File: src/assert_macros.svh
// ----------------------------------------------------------------------------
// Assertion macros
// Shared wrappers for the concurrent assertions of the track/sector mapper.
// ----------------------------------------------------------------------------
`ifndef ASSERT_MACROS_SVH
`define ASSERT_MACROS_SVH

// Checked on every rising edge while reset is released.
`define ZD_ASSERT(lbl, clk, rst_n, prop, msg) \
    lbl: assert property (@(posedge clk) disable iff (!rst_n) prop) else $error(msg);

// Checked on every rising edge, reset included.
`define ZD_ASSERT_ALWAYS(lbl, clk, prop, msg) \
    lbl: assert property (@(posedge clk) prop) else $error(msg);

`endif

File: src/zdts_pkg.sv
// ----------------------------------------------------------------------------
// zdts_pkg
// Types, format codes and zone tables of the zoned disk track/sector mapper.
// ----------------------------------------------------------------------------
`timescale 1ns / 1ps

package zdts_pkg;

    // Disk format codes held in the format register.
    localparam logic [3:0] FMT_1541 = 4'd0;
    localparam logic [3:0] FMT_2040 = 4'd1;
    localparam logic [3:0] FMT_1571 = 4'd2;
    localparam logic [3:0] FMT_8050 = 4'd3;
    localparam logic [3:0] FMT_8250 = 4'd4;
    localparam logic [3:0] FMT_1581 = 4'd5;
    localparam logic [3:0] FMT_1000 = 4'd6;
    localparam logic [3:0] FMT_2000 = 4'd7;
    localparam logic [3:0] FMT_4000 = 4'd8;

    // Configuration register indexes.
    localparam logic [1:0] REG_DISK_FORMAT = 2'd0;
    localparam logic [1:0] REG_TRACK_LIMIT = 2'd1;

    localparam logic [3:0] FORMAT_RESET = FMT_1541;
    localparam logic [7:0] LIMIT_RESET  = 8'd42;

    // Tracks on one side of the double-sided formats.
    localparam logic [7:0] SIDE_TRACKS_1571 = 8'd35;
    localparam logic [7:0] SIDE_TRACKS_8250 = 8'd77;

    localparam logic [8:0] SPT_1581      = 9'd40;
    localparam logic [8:0] SPT_HALF      = 9'd128;
    localparam logic [8:0] SPT_FULL      = 9'd256;

    localparam logic [4:0]  SPT_1541 [0:3] = '{5'd17, 5'd18, 5'd19, 5'd21};
    localparam logic [4:0]  SPT_2040 [0:3] = '{5'd17, 5'd18, 5'd20, 5'd21};
    localparam logic [4:0]  SPT_8050 [0:3] = '{5'd23, 5'd25, 5'd27, 5'd29};
    localparam logic [12:0] GCR_LEN  [0:3] = '{13'd6250, 13'd6666, 13'd7142, 13'd7692};
    localparam logic [4:0]  GAP_LEN  [0:3] = '{5'd9, 5'd12, 5'd17, 5'd8};

    typedef struct packed {
        logic [7:0] track_number;
        logic [7:0] sector_number;
    } request_t;

    typedef struct packed {
        logic        in_range;
        logic [15:0] block_index;
        logic [8:0]  sectors_in_track;
        logic [1:0]  speed_zone;
        logic [12:0] raw_track_bytes;
        logic [4:0]  gap_bytes;
    } result_t;

    typedef enum logic [1:0] {
        ST_IDLE,
        ST_COUNT,
        ST_SUM,
        ST_DONE
    } state_t;

    // Control from the sequencer to the accumulator.
    typedef struct packed {
        logic load;
        logic add;
    } acc_ctrl_t;

    // Speed zone of a low-density (1541 style) track.
    function automatic logic [1:0] zone_low(input logic [7:0] t);
        logic [1:0] z;
        if (t < 8'd18)      z = 2'd3;
        else if (t < 8'd25) z = 2'd2;
        else if (t < 8'd31) z = 2'd1;
        else                z = 2'd0;
        return z;
    endfunction

    // Speed zone of a high-density (8050 style) track.
    function automatic logic [1:0] zone_high(input logic [7:0] t);
        logic [1:0] z;
        if (t < 8'd40)      z = 2'd3;
        else if (t < 8'd54) z = 2'd2;
        else if (t < 8'd65) z = 2'd1;
        else                z = 2'd0;
        return z;
    endfunction

endpackage

File: src/zoned_disk_track_sector_to_block_unit.sv
// ----------------------------------------------------------------------------
// zoned_disk_track_sector_to_block_unit
// Maps a track and sector of a zoned-recording disk to a linear block index.
// ----------------------------------------------------------------------------
//
//   Channel   Signals                              Direction  Handshake
//   request   start, busy, request                 in         start && !busy
//   result    done, result                         out        done strobe
//   config    cfg_valid, cfg_ready, cfg_index,     in         valid && ready
//             cfg_data
//
// A transaction passes from the start cycle in idle through the count state,
// which looks up the requested track, and the sum state, which adds each
// earlier track through the shared sectors-per-track lookup and
// accumulator, to the done state with the result; the sum state is skipped
// when the sector is out of range or the track is 1. busy is high from the
// cycle after a start until the result strobe cycle ends. The result is
// valid on the result port in the one cycle in which done is high; the
// receiver cannot stall it. Reset returns the sequencer to idle and loads
// the format register with 1541 and the track limit with 42. Configuration
// writes are always accepted.
// ----------------------------------------------------------------------------
`timescale 1ns / 1ps

`include "assert_macros.svh"

module zoned_disk_track_sector_to_block_unit (
    input  logic               clk,
    input  logic               rst_n,
    input  logic               start,
    output logic               busy,
    input  zdts_pkg::request_t request,
    output logic               done,
    output zdts_pkg::result_t  result,
    input  logic               cfg_valid,
    output logic               cfg_ready,
    input  logic [1:0]         cfg_index,
    input  logic [7:0]         cfg_data
);
    import zdts_pkg::*;

    // Configuration registers.
    logic [3:0] format_reg;
    logic [7:0] limit_reg;

    // Sequencer state and the captured request.
    state_t     state_reg;
    state_t     state_next;
    logic [7:0] track_reg;
    logic [7:0] sector_reg;
    logic [7:0] iter_reg;
    logic [7:0] iter_next;
    logic [8:0] count_reg;
    logic       ok_reg;

    // Shared lookup and accumulator.
    logic [7:0]  lookup_track;
    logic [8:0]  lookup_sectors;
    acc_ctrl_t   acc_ctrl;
    logic [15:0] acc_sum;
    logic        accept;
    logic        req_ok;
    logic [1:0]  zone;

    assign cfg_ready = 1'b1;
    assign accept    = start && (state_reg == ST_IDLE);
    assign busy      = (state_reg != ST_IDLE);

    always_ff @(posedge clk or negedge rst_n)
    begin
        if (!rst_n)
        begin
            format_reg <= FORMAT_RESET;
            limit_reg  <= LIMIT_RESET;
        end
        else if (cfg_valid && cfg_ready)
        begin
            if (cfg_index == REG_DISK_FORMAT)
                format_reg <= cfg_data[3:0];
            else if (cfg_index == REG_TRACK_LIMIT)
                limit_reg <= cfg_data;
        end
    end

    // The lookup serves the requested track in the count cycle and the
    // running track counter while summing the earlier tracks.
    assign lookup_track = (state_reg == ST_SUM) ? iter_reg : track_reg;

    zdts_spt u_spt (
        .disk_format (format_reg),
        .track_limit (limit_reg),
        .track       (lookup_track),
        .sectors     (lookup_sectors)
    );

    zdts_acc u_acc (
        .clk        (clk),
        .ctrl       (acc_ctrl),
        .load_value (sector_reg),
        .addend     (lookup_sectors),
        .sum        (acc_sum)
    );

    assign req_ok = (track_reg != 8'd0) && ({1'b0, sector_reg} < lookup_sectors);

    always_ff @(posedge clk or negedge rst_n)
    begin
        if (!rst_n)
            state_reg <= ST_IDLE;
        else
            state_reg <= state_next;
    end

    always_comb
    begin
        state_next    = state_reg;
        iter_next     = iter_reg;
        acc_ctrl.load = 1'b0;
        acc_ctrl.add  = 1'b0;
        done          = 1'b0;
        unique case (state_reg)
            ST_IDLE:
            begin
                if (start)
                    state_next = ST_COUNT;
            end
            ST_COUNT:
            begin
                // The index starts at the sector number; tracks below the
                // requested one are added afterwards.
                acc_ctrl.load = 1'b1;
                iter_next     = 8'd1;
                if (req_ok && track_reg != 8'd1)
                    state_next = ST_SUM;
                else
                    state_next = ST_DONE;
            end
            ST_SUM:
            begin
                acc_ctrl.add = 1'b1;
                iter_next    = iter_reg + 8'd1;
                if (iter_next == track_reg)
                    state_next = ST_DONE;
            end
            ST_DONE:
            begin
                done       = 1'b1;
                state_next = ST_IDLE;
            end
            default:
            begin
                state_next = ST_IDLE;
            end
        endcase
    end

    always_ff @(posedge clk)
    begin
        iter_reg <= iter_next;
        if (accept)
        begin
            track_reg  <= request.track_number;
            sector_reg <= request.sector_number;
        end
        if (state_reg == ST_COUNT)
        begin
            count_reg <= lookup_sectors;
            ok_reg    <= req_ok;
        end
    end

    // The zone fields follow the track number alone, whatever the format.
    assign zone = zone_low(track_reg);

    always_comb
    begin
        result.in_range         = ok_reg;
        result.block_index      = ok_reg ? acc_sum : 16'd0;
        result.sectors_in_track = count_reg;
        result.speed_zone       = zone;
        result.raw_track_bytes  = GCR_LEN[zone];
        result.gap_bytes        = GAP_LEN[zone];
    end

    // An accepted request makes the unit busy on the next cycle.
    `ZD_ASSERT(a_accept_busy, clk, rst_n, (start && !busy) |=> busy, "accept did not raise busy")
    // The result strobe lasts exactly one cycle.
    `ZD_ASSERT(a_done_pulse, clk, rst_n, done |=> !done, "done held longer than one cycle")
    // A result out of range carries a zero index.
    `ZD_ASSERT(a_zero_index, clk, rst_n, (done && !result.in_range) |-> (result.block_index == 16'd0), "nonzero index out of range")
    // A track without sectors is never in range.
    `ZD_ASSERT(a_empty_track, clk, rst_n, (done && result.sectors_in_track == 9'd0) |-> !result.in_range, "in range on empty track")

endmodule

File: src/zdts_spt.sv
// ----------------------------------------------------------------------------
// zdts_spt
// Sectors-per-track lookup for the configured disk format.
// ----------------------------------------------------------------------------
`timescale 1ns / 1ps

module zdts_spt (
    input  logic [3:0] disk_format,
    input  logic [7:0] track_limit,
    input  logic [7:0] track,
    output logic [8:0] sectors
);
    import zdts_pkg::*;

    logic [7:0] fold_1571;
    logic [7:0] fold_8250;

    assign fold_1571 = (track > SIDE_TRACKS_1571) ? track - SIDE_TRACKS_1571 : track;
    assign fold_8250 = (track > SIDE_TRACKS_8250) ? track - SIDE_TRACKS_8250 : track;

    always_comb
    begin
        if (track == 8'd0 || track > track_limit)
        begin
            sectors = '0;
        end
        else
        begin
            unique case (disk_format)
                FMT_1541: sectors = {4'd0, SPT_1541[zone_low(track)]};
                FMT_2040: sectors = {4'd0, SPT_2040[zone_low(track)]};
                FMT_1571: sectors = {4'd0, SPT_1541[zone_low(fold_1571)]};
                FMT_8050: sectors = {4'd0, SPT_8050[zone_high(track)]};
                FMT_8250: sectors = {4'd0, SPT_8050[zone_high(fold_8250)]};
                FMT_1581: sectors = SPT_1581;
                FMT_1000: sectors = (track == track_limit) ? SPT_HALF : SPT_FULL;
                FMT_2000: sectors = SPT_FULL;
                FMT_4000: sectors = SPT_FULL;
                default:  sectors = '0;
            endcase
        end
    end

endmodule

File: src/zdts_acc.sv
// ----------------------------------------------------------------------------
// zdts_acc
// Block index accumulator: loads the sector number, then adds track sizes.
// ----------------------------------------------------------------------------
`timescale 1ns / 1ps

module zdts_acc (
    input  logic                 clk,
    input  zdts_pkg::acc_ctrl_t  ctrl,
    input  logic [7:0]           load_value,
    input  logic [8:0]           addend,
    output logic [15:0]          sum
);
    import zdts_pkg::*;

    logic [15:0] sum_reg;
    logic [15:0] sum_next;

    always_comb
    begin
        priority if (ctrl.load)
            sum_next = {8'd0, load_value};
        else if (ctrl.add)
            sum_next = sum_reg + {7'd0, addend};
        else
            sum_next = sum_reg;
    end

    always_ff @(posedge clk)
    begin
        sum_reg <= sum_next;
    end

    assign sum = sum_reg;

endmodule

File: config.mk
export PLATFORM = sky130hd
export DESIGN_NAME = zoned_disk_track_sector_to_block_unit
export DESIGN_NICKNAME = d
export VERILOG_FILES = /design/src/zdts_pkg.sv /design/src/zoned_disk_track_sector_to_block_unit.sv /design/src/zdts_spt.sv /design/src/zdts_acc.sv
export VERILOG_INCLUDE_DIRS = /design/src /design/src/src
export SDC_FILE = /design/constraint.sdc
export NUM_CORES = 1
export LEC_CHECK = 0
export ABC_AREA = 0
export BUFFER_PORTS_ARGS = -buffer_cell sky130_fd_sc_hd__buf_2
export CAP_MARGIN = 10
export CORE_MARGIN = 8
export CORE_UTILIZATION = 58
export CTS_BUF_LIST = sky130_fd_sc_hd__clkbuf_4 sky130_fd_sc_hd__clkbuf_8 sky130_fd_sc_hd__clkbuf_16
export DETAILED_ROUTE_END_ITERATION = 7
export GPL_TIMING_DRIVEN = 0
export HOLD_SLACK_MARGIN = 0.08
export PLACE_DENSITY = 0.83
export SYNTH_ARGS = -nofsm -noshare
export SYNTH_HDL_FRONTEND = slang
export SYNTH_SLANG_ARGS = --single-unit
File: constraint.sdc
create_clock -name clk -period 8.3 [get_ports clk]
set_input_delay 1.66 -clock clk [delete_from_list [all_inputs] [get_ports clk]]
set_output_delay 1.66 -clock clk [all_outputs]
set_load 0.01 [all_outputs]
* After elaboration in Yosys (flattened, before gate mapping)
Cells that the tools add are included.
Operators by class: add/subtract/negate cells 4, magnitude comparators 25, eq/ne operators 17, muxes and demuxes 63, bitwise gates (word level) 7, reductions and logical operators 16
Operator list (count):
- $lt A8 B5 Y1 const B | 9
- $pmux W9 S8 | 1
- $bmux W5 S2 | 6
- $mux W5 | 12
- $mux W2 | 22
- $mux W8 | 5
- $lt A8 B6 Y1 const B | 4
- $bmux W13 S2 | 1
- $mux W13 | 2
- $ge A3 B3 Y1 const B | 6
- $mux W9 | 2
- $not A2 Y3 | 6
- $add A16 B9 Y16 | 1
- $eq A4 B3 Y1 const B | 4
- $eq A8 B8 Y1 | 2
- $lt A8 B7 Y1 const B | 2
- $mux W16 | 1
- $pmux W8 S2 | 1
- $lt A8 B9 Y1 | 1
- $mux W1 | 9
- $add A8 B1 Y8 const B | 1
- $eq A4 B2 Y1 const B | 2
- $gt A8 B6 Y1 const B | 1
- $gt A8 B7 Y1 const B | 1
- other kinds (22) | 30
Storage, ports and cells: register bits after elaboration 64, input port bits 30, output and inout port bits 49, logic and storage cells 142

* Logic depth before layout (Yosys ltp)
Gate-level depths: netlist (run 1).
word-level depth 21, gate-level depth with buffers 27, depth with buffers taken out 26

* Modules after synthesis
From an unflattened synthesis (run 1), not the netlist that was laid out.
Unflattened totals: cell total of the unflattened synthesis 528, area, all modules 4962.3 µm²
Modules (own cells, without submodules):
- zoned_disk_track_sector_to_block_unit | instances 1, cells each 209, area each 2548.7 µm²
- zdts_spt | instances 1, cells each 203, area each 1298.7 µm²
- zdts_acc | instances 1, cells each 116, area each 1114.8 µm²

* Least setup slack after synthesis (run 1)
No wires, ideal clock.
path kind reg-to-reg, start point reg state_reg[0], end point reg u_acc.sum_reg[12], in the netlist u_acc.sum[12], library setup time 121 ps, data arrival time 5661 ps, required time 8179 ps, slack 2518 ps, cell stages (with the launch flop) 27, buffers on the path 1, cells stage by stage dfrtp_1 -> inv_1 -> ha_1 -> buf_2 -> mux2i_1 -> inv_2 -> ha_1 -> or4_4 -> a2111oi_0 -> nor4_1 -> a22oi_2 -> o2111ai_2 -> ha_1 -> nand2b_1 -> o31ai_1 -> a21oi_1 -> o22ai_1 -> o21a_1 -> ha_1 -> nor2b_1 -> o21ai_0 -> a21boi_0 -> o21ai_0 -> a21oi_1 -> o21ai_0 -> a211oi_1 -> mux2_2
Between the ends: longest elaborated chain between the ends 17
RTL lines:
- start, declared | RTL line zoned_disk_track_sector_to_block_unit.sv:47 | state_t state_reg;
- start signal, assigned | RTL line zoned_disk_track_sector_to_block_unit.sv:111 | state_reg <= state_next;
- $eq A2 B2 Y1 (*) | RTL line zoned_disk_track_sector_to_block_unit.sv:87 | assign lookup_track = (state_reg == ST_SUM) ? iter_reg : track_reg;
- $mux W8 (*) | RTL line zoned_disk_track_sector_to_block_unit.sv:87
- $sub A8 B7 Y8 (tied with other cells) | RTL line zdts_spt.sv:19 | assign fold_8250 = (track > SIDE_TRACKS_8250) ? track - SIDE_TRACKS_8250 : track;
- $mux W8, on equally long branches | RTL line zdts_spt.sv:19, zdts_spt.sv:18
- $lt A8 B7 Y1 / $lt A8 B5 Y1 (equally long branches) | RTL line zdts_pkg.sv:83, zdts_pkg.sv:73
- $mux W1, on equally long branches | RTL line zdts_pkg.sv:83, zdts_pkg.sv:73
- $mux W2, on equally long branches | RTL line zdts_pkg.sv:82, zdts_pkg.sv:72
- $mux W2, on equally long branches | RTL line zdts_pkg.sv:81, zdts_pkg.sv:71
- $mux W2 | RTL line zdts_spt.sv:29 | unique case (disk_format)
- $mux W2 | RTL line zdts_spt.sv:23 | if (track == 8'd0 || track > track_limit)
- $not A2 Y3, on equally long branches | RTL line zdts_spt.sv:34, zdts_spt.sv:32
- $bmux W5 S2, on equally long branches | RTL line zdts_spt.sv:34, zdts_spt.sv:32
- $mux W5, on equally long branches (2 in series) | RTL line zdts_spt.sv:34, zdts_spt.sv:32
- $pmux W9 S8 | RTL line zdts_spt.sv:29
- $mux W9 (*) | RTL line zdts_spt.sv:23
- net lookup_sectors[2] | RTL line zoned_disk_track_sector_to_block_unit.sv:58 | logic [8:0] lookup_sectors;
- $add A16 B9 Y16 (*) | RTL line zdts_acc.sv:24 | sum_next = sum_reg + {7'd0, addend};
- end signal, assigned | RTL line zdts_acc.sv:31 | sum_reg <= sum_next;
- end, declared | RTL line zdts_acc.sv:16 | logic [15:0] sum_reg;
The timed path passes the listed nets; every way through them passes the cells marked *. The select of a mux whose other input is x is not followed. A chain may end at the register's enable or synchronous reset.

* Final worst setup path (run 1)
Same ends and word-level chain as after synthesis.

==> out/summary.txt, run 1 <==
GLOBAL ROUTE
------------------------------------------------------------------------------------
Number of antenna violations at the first check in global routing                  0
GRT Residual Overflow                                                              0
Global-route wire length before repair                                      20400 µm
GRT Overall Usage                                                              0.223
Vias in the first global route                                                  4128
Maximum number of pins on one net before global-route repair                      18

STA
------------------------------------------------------------------------------------
Final setup viols                                                                  0
Final Hold Violating Endpoints                                                     0
Sum of negative setup slack                                                     0 ps
Shortest clock period the worst path allows after layout                     7310 ps
Fin. max-slew vios                                                                 0
Actual slew at the worst max-slew pin                                         966 ps
Setup repair after global routing missed its margin                               no
Worst-case headroom to the max-slew limit                                      0.338
Ratio of final minimum period to clock period                                  0.881
Worst Clk Skew                                                               11.4 ps
Fmax achieved                                                              0.137 GHz

CRITICAL PATH
------------------------------------------------------------------------------------
Critical setup path kind                                                flop to flop
Timing endpoint of the critical path                                    u_acc.sum[12]
Startpoint kind of the worst setup timing path                                  flop
Launching point of the worst reg2reg path                               state_reg[0]
Max FO, Critical Path                                                              9
Critical Path Source                                                    state_reg[0]
Critical register-to-register path endpoint                             u_acc.sum[12]
Arrival time of data at the critical path endpoint                           7550 ps
Worst reg-to-reg setup slack                                                  990 ps
Required time reported for the critical path endpoint                        8540 ps
Kind of end point of the critical path                                          flop
Worst Reg-to-Reg Cells                                                            26

DRT
------------------------------------------------------------------------------------
Routed via count divided by cell count                                          5.92
Wire length reported by the detailed router                                 12500 µm
First drt pass iteration count                                                     5
Wire length per cell                                                         17.6 µm
Count of nets left with antenna violations after detail routing                    0
Count of unresolved DRC violations after routing                                   0
Number of DRC markers in iteration 0                                             314
Via count                                                                       4218

CTS
------------------------------------------------------------------------------------
Later-pin clock latency in the skew report                                    350 ps
Clock-pin slew on the worst setup and hold paths                               80 ps
Post-CTS setup repair buffer count                                                 0
Post-cts hold buffer count                                                         0
Root cell of the clock tree                                             sky130_fd_sc_hd__clkbuf_8
Maximum level of the CTS H-tree                                                    3
Maximum count of clock buffers along a single path                                 2
Num CTS Buffers                                                                    9
Total of cells resized after clock tree synthesis                                  0
TritonCTS clock tree                                                            done
Clock sinks                                                                       63

OUTCOME
------------------------------------------------------------------------------------
Status                                                                     completed

FINAL LAYOUT
------------------------------------------------------------------------------------
Diode insertion count for antenna repair                                           0
Area added between synthesis and finish                                        14.8%
Non-Filler Cell Area, Final                                                 5440 µm²
Sequential standard cell area                                               1750 µm²
Max FFs per register                                                              16
Number of filler instances in the final layout                                   657
Ratio of cells with drive above 1 in the final layout                          0.221
Layout net count                                                                 670
Footprint of the multi-input gates                                          2700 µm²

PWR
------------------------------------------------------------------------------------
Peak ir drop on the vdd network                                             0.218 mV
Proportion of power drawn by flip-flops and latches                            0.276
Pwr Density                                                               377 nW/µm²
Power share of the combinational group                                         0.589
Sw Pwr                                                                      0.961 mW
Power share of the clock group                                                 0.135
Sw Ratio                                                                       0.469
Static leakage power                                                         2.31 nW
Power Internal                                                               1.09 mW

JOB
------------------------------------------------------------------------------------
Max Cap Violations                                                                 0

FLOORPLAN
------------------------------------------------------------------------------------
Placeable core area                                                         8050 µm²
Die Outline Area                                                           11300 µm²
Starting density of the core                                                   0.589
Die span in y                                                                 106 µm
Row cnt                                                                           33
IO Count                                                                          79
Horiz. Die Dim                                                                106 µm

SYNTHESIS
------------------------------------------------------------------------------------
Flip-flop cell with the highest count after synthesis                   sky130_fd_sc_hd__edfxtp_1
EDFF count, synth                                                                 41
Sequential fraction of the synthesis area                                      0.368
Number of standard cells after synthesis                                         515
Yosys warning total                                                                0
Proportion of synthesized flip-flops having asynchronous set or reset          0.222
Count of unique library cells instantiated by Yosys                               64
Cell area after technology mapping                                          4740 µm²
Post-synthesis sequential element count                                           63
Mean post-synth cell area                                                   9.20 µm²

PLACE
------------------------------------------------------------------------------------
Final weighted congestion in routability-driven placement                      0.945
Total placed instance area                                                  5250 µm²
Number of buffers inserted by port buffering                                      71
HPWL after DPL                                                               9580 µm

MIN PATH
------------------------------------------------------------------------------------
Worst min-delay path class                                              flop to flop

[power by group through the flow]
stage          Combinational, mW  Clock, mW  Sequential [mW]
6_report                    1.21      0.276            0.566
5_1_grt                     1.33      0.292            0.580
4_1_cts                     1.19      0.276            0.565
3_5_place_dp                1.18          0            0.572
3_3_place_gp                1.14          0            0.567
2_1_floorplan              0.867          0            0.552
[cells by family after synthesis]
family / after synthesis / synth area share
adder cells (fa/ha/maj): 38 / 0.102
buffers and inverters: 66 / 0.0657
flip-flops: 63 / 0.368
AO/OA/AOI/OAI: 118 / 0.164
AND/OR/NAND/NOR: 176 / 0.189
other: 2 / 0.00158
XOR/XNOR: 28 / 0.0517
multiplexers: 24 / 0.0573
[cells in the mapped netlist (all sizes together) (6+ instances only)]
| library cell | number | area [µm²] |
|---|---|---|
| nand2 | 43 | 161 |
| edfxtp | 41 | 1230 |
| ha | 37 | 463 |
| inv | 37 | 139 |
| nor2 | 31 | 116 |
| o21ai | 30 | 150 |
| a21oi | 28 | 151 |
| nand3 | 19 | 95.1 |
| and2 | 18 | 113 |
| buf | 18 | 131 |
| nor3 | 18 | 90.1 |
| xnor2 | 18 | 158 |
| mux2 | 15 | 169 |
| nor2b | 13 | 81.3 |
| dfrtp | 11 | 275 |
| clkbuf | 10 | 37.5 |
| xor2 | 10 | 87.6 |
| mux2i | 9 | 103 |
| dfxtp | 8 | 160 |
| a31oi | 7 | 43.8 |
| o211ai | 7 | 52.6 |
| o21a | 7 | 52.6 |
| a21o | 6 | 45.0 |
[critical path, stage by stage (launching register included)]
cell and delay [ps]:
sky130_fd_sc_hd__dfrtp_1 420, sky130_fd_sc_hd__inv_1 180, sky130_fd_sc_hd__ha_1 170, sky130_fd_sc_hd__buf_2 200
sky130_fd_sc_hd__mux2i_1 830, sky130_fd_sc_hd__inv_2 240, sky130_fd_sc_hd__ha_1 300, sky130_fd_sc_hd__or4_4 550
sky130_fd_sc_hd__a2111oi_0 460, sky130_fd_sc_hd__nor4_1 150, sky130_fd_sc_hd__a22oi_2 250, sky130_fd_sc_hd__o2111ai_2 210
sky130_fd_sc_hd__ha_1 340, sky130_fd_sc_hd__nand2b_1 140, sky130_fd_sc_hd__o31ai_1 90, sky130_fd_sc_hd__a21oi_1 110
sky130_fd_sc_hd__o22ai_1 190, sky130_fd_sc_hd__o21a_1 180, sky130_fd_sc_hd__ha_1 270, sky130_fd_sc_hd__nor2b_1 140
sky130_fd_sc_hd__o21ai_0 220, sky130_fd_sc_hd__a21boi_0 160, sky130_fd_sc_hd__o21ai_0 250, sky130_fd_sc_hd__a21oi_1 140
sky130_fd_sc_hd__o21ai_0 490, sky130_fd_sc_hd__a211oi_1 180, sky130_fd_sc_hd__mux2_2 290
[cells in the final DEF (no fill, tap or decap), drive strengths merged, types with 9 or more instances in the layout]
cell type  synthesis  routed
a21oi             28      28
and2              18      18
buf               18      89
clkbuf            10      19
dfrtp             11      11
edfxtp            41      41
ha                37      37
inv               37      39
mux2              15      15
mux2i              9       9
nand2             43      43
nand3             19      19
nor2              31      31
nor2b             13      13
nor3              18      18
o21ai             30      30
xnor2             18      18
xor2              10      10
[layout make-up]
| cell class | instances | share of cell area |
|---|---|---|
| multi-input combinational | 391 | 0.497 |
| sequential | 63 | 0.321 |
| timing repair buffer | 71 | 0.0653 |
| buffer | 28 | 0.0310 |
| inverter | 38 | 0.0262 |
| tap | 105 | 0.0241 |
| clock buffer | 9 | 0.0228 |
| clock inverter | 7 | 0.0131 |
[through the flow]
stage	utilization	power, mW	instances	setup WS, ps	hold WS [ps]
2_1_floorplan	-	1.42	520	2520	457
3_3_place_gp	0.651	1.71	696	1380	478
3_5_place_dp	0.651	1.75	696	1250	482
4_1_cts	0.676	2.03	712	1120	493
5_1_grt	0.676	2.20	712	478	524
6_report	0.676	2.05	712	988	494
[layer usage]
layer | track usage | share of wire | vias to the layer above
li1 | - | - | 2021
met1 | 0.279 | 0.42 | 1990
met2 | 0.365 | 0.49 | 177
met3 | 0.0508 | 0.067 | 30
met4 | 0.0894 | 0.024 | 0
met5 | 0 | 0 | -
[how the worst min path moves through the flow]
stage | startpoint | endpoint | cells past startpoint
after floorplan | u_acc.sum[8] | u_acc.sum[8] | 2
after global placement | u_acc.sum[8] | u_acc.sum[8] | 2
after detailed placement | u_acc.sum[8] | u_acc.sum[8] | 2
after CTS | u_acc.sum[8] | u_acc.sum[8] | 2
after global routing | limit_reg[6] | limit_reg[6] | 1
final | u_acc.sum[8] | u_acc.sum[8] | 2
Note: power is estimated with default switching activity, not from simulation.
==> run 2, diff against run 1 <==
- PLACE_DENSITY: 0.83 -> 0.9
==> out/summary.txt, run 2 (synthesized netlist as in run 1, its figures left out) <==
PLACE
--------------------------------------------------------------------------------
Placed Instances                                                             696   unchanged
Total placed instance area                                              5250 µm²   unchanged
Number of buffers inserted by port buffering                                  71   unchanged
Pre-CTS WS                                                               1380 ps   was 1250 ps
HPWL after DPL                                                           9490 µm   was 9580 µm
Final weighted congestion in routability-driven placement                  0.934   was 0.945

FINAL LAYOUT
--------------------------------------------------------------------------------
Post-layout instance count excluding filler cells                            712   unchanged
Max FFs per register                                                          16   unchanged
Number of filler instances in the final layout                               635   was 657
Ratio of cells with drive above 1 in the final layout                      0.224   was 0.221
Area added between synthesis and finish                                    15.4%   was 14.8%
Leading cell types in the layout, fill and taps excluded            sky130_fd_sc_hd__buf_2, sky130_fd_sc_hd__nand2_1, sky130_fd_sc_hd__edfxtp_1   unchanged
Non-Filler Cell Area, Final                                             5470 µm²   was 5440 µm²
Diode insertion count for antenna repair                                       0   unchanged
Share of the core filled with cells in the final layout                    0.679   was 0.676
Most common cell after layout, fill and taps aside                  sky130_fd_sc_hd__buf_2   unchanged
Layout net count                                                             670   unchanged

CTS
--------------------------------------------------------------------------------
Root cell of the clock tree                                         sky130_fd_sc_hd__clkbuf_8   unchanged
Maximum level of the CTS H-tree                                                3   unchanged
Clock sinks                                                                   63   unchanged
Post-CTS setup repair buffer count                                             0   unchanged
TritonCTS clock tree                                                        done   unchanged
Clock-pin slew on the worst setup and hold paths                           80 ps   about the same
Num CTS Buffers                                                                9   unchanged
Total of cells resized after clock tree synthesis                              0   unchanged
Post-cts hold buffer count                                                     0   unchanged
Maximum count of clock buffers along a single path                             2   unchanged
Later-pin clock latency in the skew report                                360 ps   was 350 ps

FLOORPLAN
--------------------------------------------------------------------------------
Starting density of the core                                               0.589   unchanged
Row cnt                                                                       33   unchanged
IO Count                                                                      79   unchanged
Horiz. Die Dim                                                            106 µm   unchanged
Die span in y                                                             106 µm   unchanged
Die Outline Area                                                       11300 µm²   unchanged
Placeable core area                                                     8050 µm²   unchanged

CRITICAL PATH
--------------------------------------------------------------------------------
Cell seen most often among critical-path stages                     sky130_fd_sc_hd__ha_1   unchanged
Number of buffer and inverter stages on the critical path                      3   unchanged
Startpoint kind of the worst setup timing path                              flop   unchanged
Largest delay share family, worst path                              compound AO/OA/AOI/OAI gates   unchanged
Slowest cell on crit path                                           sky130_fd_sc_hd__mux2i_1   unchanged
Slowest Stage Delay on Critical Path                                      690 ps   was 830 ps
Max FO, Critical Path                                                          9   unchanged
Critical setup path kind                                            flop to flop   unchanged
Worst reg-to-reg setup slack                                             1130 ps   was 990 ps
Arrival time of data at the critical path endpoint                       7420 ps   was 7550 ps
Required time reported for the critical path endpoint                    8560 ps   was 8540 ps
Kind of end point of the critical path                                      flop   unchanged

DRT
--------------------------------------------------------------------------------
Number of DRC markers in iteration 0                                         300   was 314
Count of nets left with antenna violations after detail routing                0   unchanged
Wire length reported by the detailed router                             12900 µm   was 12500 µm
First drt pass iteration count                                                 7   was 5
Routed via count divided by cell count                                      6.08   was 5.92
Count of unresolved DRC violations after routing                               0   unchanged
Wire length per cell                                                     18.1 µm   was 17.6 µm
Via count                                                                   4328   was 4218

GLOBAL ROUTE
--------------------------------------------------------------------------------
GRT Overall Usage                                                          0.230   was 0.223
GRT Residual Overflow                                                          0   unchanged
Number of antenna violations at the first check in global routing              0   unchanged
Vias in the first global route                                              4312   was 4128
Maximum number of pins on one net before global-route repair                  18   unchanged
Global-route wire length before repair                                  21000 µm   was 20400 µm

STA
--------------------------------------------------------------------------------
Worst-case headroom to the max-slew limit                                  0.362   was 0.338
Fmax achieved                                                          0.140 GHz   was 0.137 GHz
Sum of negative setup slack                                                 0 ps   unchanged
Setup repair after global routing missed its margin                           no   unchanged
Final setup viols                                                              0   unchanged
Final Hold Violating Endpoints                                                 0   unchanged
Shortest clock period the worst path allows after layout                 7170 ps   was 7310 ps
Worst Hold Margin                                                         507 ps   was 494 ps
Actual slew at the worst max-slew pin                                     930 ps   was 966 ps
Worst path setup slack after routing                                     1130 ps   was 988 ps
Ratio of final minimum period to clock period                              0.864   was 0.881
Fin. max-slew vios                                                             0   unchanged
Worst Clk Skew                                                           15.6 ps   was 11.4 ps

PWR
--------------------------------------------------------------------------------
Total power                                                              2.11 mW   was 2.05 mW
Static leakage power                                                     2.33 nW   was 2.31 nW
Pwr Density                                                           385 nW/µm²   was 377 nW/µm²
Peak ir drop on the vdd network                                         0.221 mV   was 0.218 mV

OUTCOME
--------------------------------------------------------------------------------
Status                                                                 completed   unchanged

MIN PATH
--------------------------------------------------------------------------------
Worst min-delay path class                                          flop to flop   unchanged

JOB
--------------------------------------------------------------------------------
Max Cap Violations                                                             0   unchanged

-- run 2: power breakdown --
part	switching, mW	internal, mW
combinational	0.752	0.467
clock	0.143	0.172
sequential	0.0878	0.485
total	0.983	1.12
-- run 2: path summary, 6_finish.rpt --
check                                    from  cells after the start       endpoint
worst min-delay path            u_acc.sum[13]                      2  u_acc.sum[13]
worst max register to register   state_reg[0]                     26  u_acc.sum[12]
min in group asynchronous               rst_n                      1   limit_reg[0]
worst min register to register  u_acc.sum[13]                      2  u_acc.sum[13]
max in group asynchronous               rst_n                      1   limit_reg[5]
worst max-delay path             state_reg[0]                     26  u_acc.sum[12]
-- run 2: layout make-up --
type | instances | area [µm²] | share of cell area
Clock inverter | 7 | 100 | 0.0183
Multi-Input combinational cell | 391 | 2700 | 0.494
Sequential cell | 63 | 1750 | 0.319
Timing Repair Buffer | 71 | 355 | 0.0650
Tap cell | 105 | 131 | 0.0240
Inverter | 38 | 143 | 0.0261
Buffer | 28 | 169 | 0.0309
Clock buffer | 9 | 124 | 0.0226
-- run 2: per-layer routing --
layer / routed length, µm / global-route usage / up-vias
met4: 370 / 0.0965 / 0
met2: 6440 / 0.395 / 205
li1: - / - / 2021
met3: 988 / 0.0563 / 37
met5: 0 / 0 / -
met1: 5080 / 0.267 / 2065
-- run 2: worst reg2reg max path: stages (launching register included) --
cell and delay [ps]:
sky130_fd_sc_hd__dfrtp_1 420, sky130_fd_sc_hd__inv_1 200, sky130_fd_sc_hd__ha_1 180, sky130_fd_sc_hd__buf_2 200, sky130_fd_sc_hd__mux2i_1 690, sky130_fd_sc_hd__inv_2 220
sky130_fd_sc_hd__ha_1 290, sky130_fd_sc_hd__or4_4 550, sky130_fd_sc_hd__a2111oi_0 420, sky130_fd_sc_hd__nor4_1 150, sky130_fd_sc_hd__a22oi_2 240, sky130_fd_sc_hd__o2111ai_2 220
sky130_fd_sc_hd__ha_1 340, sky130_fd_sc_hd__nand2b_1 150, sky130_fd_sc_hd__o31ai_1 80, sky130_fd_sc_hd__a21oi_1 110, sky130_fd_sc_hd__o22ai_1 210, sky130_fd_sc_hd__o21a_1 170
sky130_fd_sc_hd__ha_1 280, sky130_fd_sc_hd__nor2b_1 160, sky130_fd_sc_hd__o21ai_0 240, sky130_fd_sc_hd__a21boi_0 170, sky130_fd_sc_hd__o21ai_0 270, sky130_fd_sc_hd__a21oi_1 140
sky130_fd_sc_hd__o21ai_0 500, sky130_fd_sc_hd__a211oi_1 170, sky130_fd_sc_hd__mux2_2 300
==> run 3, diff against run 2 <==
- PLACE_DENSITY: 0.9 -> 0.89
- REMOVE_ABC_BUFFERS: unset -> 1
- SYNTH_HIERARCHICAL: unset -> 1
==> out/summary.txt, run 3 <==
MIN PATH
------------------------------------------------------------------------------------
Hold-critical path endpoint                                             u_acc/sum[15]   was u_acc.sum[13]
Number of cells on the worst hold path                                             2   unchanged
Startpoint of the lowest-slack hold path                                u_acc/sum[15]   was u_acc.sum[13]
Worst min-delay path class                                              flop to flop   unchanged

PWR
------------------------------------------------------------------------------------
Pwr Density                                                               375 nW/µm²   was 385 nW/µm²
Peak ir drop on the vdd network                                             0.210 mV   was 0.221 mV
Static leakage power                                                         2.28 nW   was 2.33 nW

SYNTHESIS
------------------------------------------------------------------------------------
Post-synthesis cell type with the largest combined area                 sky130_fd_sc_hd__edfxtp_1   unchanged
Yosys warning total                                                                6   was 0
Count of unique library cells instantiated by Yosys                               71   was 64
EDFF count, synth                                                                 42   was 41
Mean post-synth cell area                                                   9.40 µm²   was 9.20 µm²
Post-synthesis sequential element count                                           64   was 63
Cell area after technology mapping                                          4960 µm²   was 4740 µm²
Sequential fraction of the synthesis area                                      0.358   was 0.368
Number of standard cells after synthesis                                         528   was 515
Top post-synthesis cells by count                                       sky130_fd_sc_hd__edfxtp_1, sky130_fd_sc_hd__ha_1, sky130_fd_sc_hd__a21oi_1   was sky130_fd_sc_hd__nand2_1, sky130_fd_sc_hd__edfxtp_1, sky130_fd_sc_hd__ha_1
Proportion of synthesized flip-flops having asynchronous set or reset          0.219   was 0.222
Synth top area share                                                           0.254   was 0.260
Flip-flop cell with the highest count after synthesis                   sky130_fd_sc_hd__edfxtp_1   unchanged
Leading cell types by total area after synthesis                        sky130_fd_sc_hd__edfxtp_1, sky130_fd_sc_hd__ha_1, sky130_fd_sc_hd__mux2_2   was sky130_fd_sc_hd__edfxtp_1, sky130_fd_sc_hd__ha_1, sky130_fd_sc_hd__dfrtp_1

FINAL LAYOUT
------------------------------------------------------------------------------------
Most common cell after layout, fill and taps aside                      sky130_fd_sc_hd__buf_2   unchanged
Area added between synthesis and finish                                        10.3%   was 15.4%
Max FFs per register                                                              16   unchanged
Diode insertion count for antenna repair                                           0   unchanged
Leading cell types in the layout, fill and taps excluded                sky130_fd_sc_hd__buf_2, sky130_fd_sc_hd__edfxtp_1, sky130_fd_sc_hd__ha_1   was sky130_fd_sc_hd__buf_2, sky130_fd_sc_hd__nand2_1, sky130_fd_sc_hd__edfxtp_1
Layout net count                                                                 654   was 670
Non-Filler Cell Area, Final                                                 5480 µm²   was 5470 µm²
Number of filler instances in the final layout                                   628   was 635
Ratio of cells with drive above 1 in the final layout                          0.230   was 0.224

CRITICAL PATH
------------------------------------------------------------------------------------
Startpoint kind of the worst setup timing path                                  flop   unchanged
Kind of end point of the critical path                                          flop   unchanged
Launching point of the worst reg2reg path                               state_reg[0]   unchanged
Critical register-to-register path endpoint                             u_acc/sum[14]   was u_acc.sum[12]
Max FO, Critical Path                                                             24   was 9
Arrival time of data at the critical path endpoint                           7640 ps   was 7420 ps
Critical setup path kind                                                flop to flop   unchanged
Worst reg-to-reg setup slack                                                  890 ps   was 1130 ps
Required time reported for the critical path endpoint                        8530 ps   was 8560 ps
Worst Reg-to-Reg Cells                                                            23   was 26

FLOORPLAN
------------------------------------------------------------------------------------
Die Outline Area                                                           11800 µm²   was 11300 µm²
Horiz. Die Dim                                                                108 µm   was 106 µm
Starting density of the core                                                   0.601   was 0.589
Placeable core area                                                         8260 µm²   was 8050 µm²
Die span in y                                                                 108 µm   was 106 µm
Row cnt                                                                           33   unchanged
IO Count                                                                          79   unchanged

JOB
------------------------------------------------------------------------------------
Max Cap Violations                                                                 0   unchanged

DRT
------------------------------------------------------------------------------------
Via count                                                                       4376   was 4328
Count of nets left with antenna violations after detail routing                    0   unchanged
Wire length reported by the detailed router                                 12400 µm   was 12900 µm
Number of DRC markers in iteration 0                                             430   was 300
Routed via count divided by cell count                                          6.33   was 6.08
Count of unresolved DRC violations after routing                                   0   unchanged
First drt pass iteration count                                                     6   was 7
Wire length per cell                                                         17.9 µm   was 18.1 µm

PLACE
------------------------------------------------------------------------------------
Total placed instance area                                                  5270 µm²   was 5250 µm²
Number of buffers inserted by port buffering                                      72   was 71
HPWL after DPL                                                               9040 µm   was 9490 µm
Final weighted congestion in routability-driven placement                      0.909   was 0.934

CTS
------------------------------------------------------------------------------------
Maximum level of the CTS H-tree                                                    3   unchanged
Later-pin clock latency in the skew report                                    350 ps   was 360 ps
Clock sinks                                                                       64   was 63
Post-cts hold buffer count                                                         0   unchanged
Num CTS Buffers                                                                    9   unchanged
Clock-pin slew on the worst setup and hold paths                               70 ps   was 80 ps
TritonCTS clock tree                                                            done   unchanged
Maximum count of clock buffers along a single path                                 2   unchanged
Root cell of the clock tree                                             sky130_fd_sc_hd__clkbuf_8   unchanged
Post-CTS setup repair buffer count                                                 0   unchanged
Total of cells resized after clock tree synthesis                                  0   unchanged

STA
------------------------------------------------------------------------------------
Final Hold Violating Endpoints                                                     0   unchanged
Final setup viols                                                                  0   unchanged
Ratio of final minimum period to clock period                                  0.893   was 0.864
Shortest clock period the worst path allows after layout                     7410 ps   was 7170 ps
Fmax achieved                                                              0.135 GHz   was 0.140 GHz
Setup repair after global routing missed its margin                               no   unchanged
Actual slew at the worst max-slew pin                                        1210 ps   was 930 ps
Worst Clk Skew                                                               9.51 ps   was 15.6 ps
Sum of negative setup slack                                                     0 ps   unchanged
Fin. max-slew vios                                                                 0   unchanged
Worst-case headroom to the max-slew limit                                      0.183   was 0.362

GLOBAL ROUTE
------------------------------------------------------------------------------------
Vias in the first global route                                                  4215   was 4312
Maximum number of pins on one net before global-route repair                      40   was 18
GRT Overall Usage                                                              0.209   was 0.230
Number of antenna violations at the first check in global routing                  0   unchanged
Global-route wire length before repair                                      20000 µm   was 21000 µm
GRT Residual Overflow                                                              0   unchanged

OUTCOME
------------------------------------------------------------------------------------
Status                                                                     completed   unchanged

run 3: worst max-delay path by stage:
stage / start / to / depth (start not counted)
after global routing: state_reg[0] / u_acc/sum[14] / 23
after detailed placement: state_reg[0] / u_acc/sum[14] / 23
after floorplan: state_reg[0] / u_acc/sum[8] / 24
final: state_reg[0] / u_acc/sum[14] / 23
after CTS: state_reg[0] / u_acc/sum[14] / 24
after global placement: state_reg[0] / u_acc/sum[14] / 24
run 3: layout make-up:
class / instances / area (µm²) / area share
clock inverter: 7 / 77.6 / 0.0142
clock buffer: 9 / 124 / 0.0226
inverter: 33 / 124 / 0.0226
timing repair buffer: 72 / 360 / 0.0658
multi-input combinational: 401 / 2880 / 0.527
sequential: 64 / 1780 / 0.324
tap: 105 / 131 / 0.0240
run 3: layer usage:
layer,track usage,share of wire
met4,0.0743,0.022
met3,0.0422,0.081
met2,0.361,0.50
met1,0.253,0.40
met5,0,0
run 3: stage by stage:
step / instances / hold slack [ps] / total power, mW / utilization / setup WS [ps]
CTS: 691 / 505 / 2.03 / 0.663 / 1160
global route: 691 / 528 / 2.20 / 0.663 / 518
finish: 691 / 507 / 2.05 / 0.663 / 890
detailed placement: 675 / 494 / 1.73 / 0.638 / 1260
global placement: 675 / 484 / 1.66 / 0.638 / 1390
floorplan: 498 / 458 / 1.42 / - / 2430
run 3: power by group:
group | internal (mW) | switching, mW | total, mW | leakage [nW]
Clock | 0.142 | 0.136 | 0.277 | 0.101
Sequential | 0.486 | 0.0859 | 0.572 | 0.628
Combinational | 0.473 | 0.729 | 1.20 | 1.55
Total | 1.10 | 0.951 | 2.05 | 2.28
run 3: cells by family (layout without fill, tap and decap cells):
kind of cell / count (synthesis) / after routing / synth area share
other: 3 / 7 / 0.00227
buffers and inverters: 67 / 121 / 0.0648
adders and majority gates: 43 / 43 / 0.110
xor gates and xnor gates: 25 / 25 / 0.0441
AOI/OAI and AO/OA: 125 / 125 / 0.164
DFF: 64 / 64 / 0.358
and+or+nand+nor: 170 / 170 / 0.187
muxes: 31 / 31 / 0.0698
run 3: critical path: stages, from the launching register on:
cell	delay (ps)
sky130_fd_sc_hd__dfrtp_1	430
sky130_fd_sc_hd__inv_1	120
sky130_fd_sc_hd__ha_1	500
sky130_fd_sc_hd__o21ai_0	1070
sky130_fd_sc_hd__inv_1	360
sky130_fd_sc_hd__ha_1	420
sky130_fd_sc_hd__nand4bb_1	330
sky130_fd_sc_hd__a21oi_1	310
sky130_fd_sc_hd__a31oi_1	130
sky130_fd_sc_hd__nor4_1	320
sky130_fd_sc_hd__nor2_1	130
sky130_fd_sc_hd__ha_1	200
sky130_fd_sc_hd__nor3b_1	290
sky130_fd_sc_hd__a211oi_1	90
sky130_fd_sc_hd__a31oi_1	190
sky130_fd_sc_hd__nor2_1	80
sky130_fd_sc_hd__a31oi_1	170
sky130_fd_sc_hd__nor2_1	140
sky130_fd_sc_hd__fa_1	580
sky130_fd_sc_hd__a211oi_2	340
sky130_fd_sc_hd__nor4b_2	130
sky130_fd_sc_hd__nor4_2	480
sky130_fd_sc_hd__nor4_1	140
sky130_fd_sc_hd__mux2_1	330
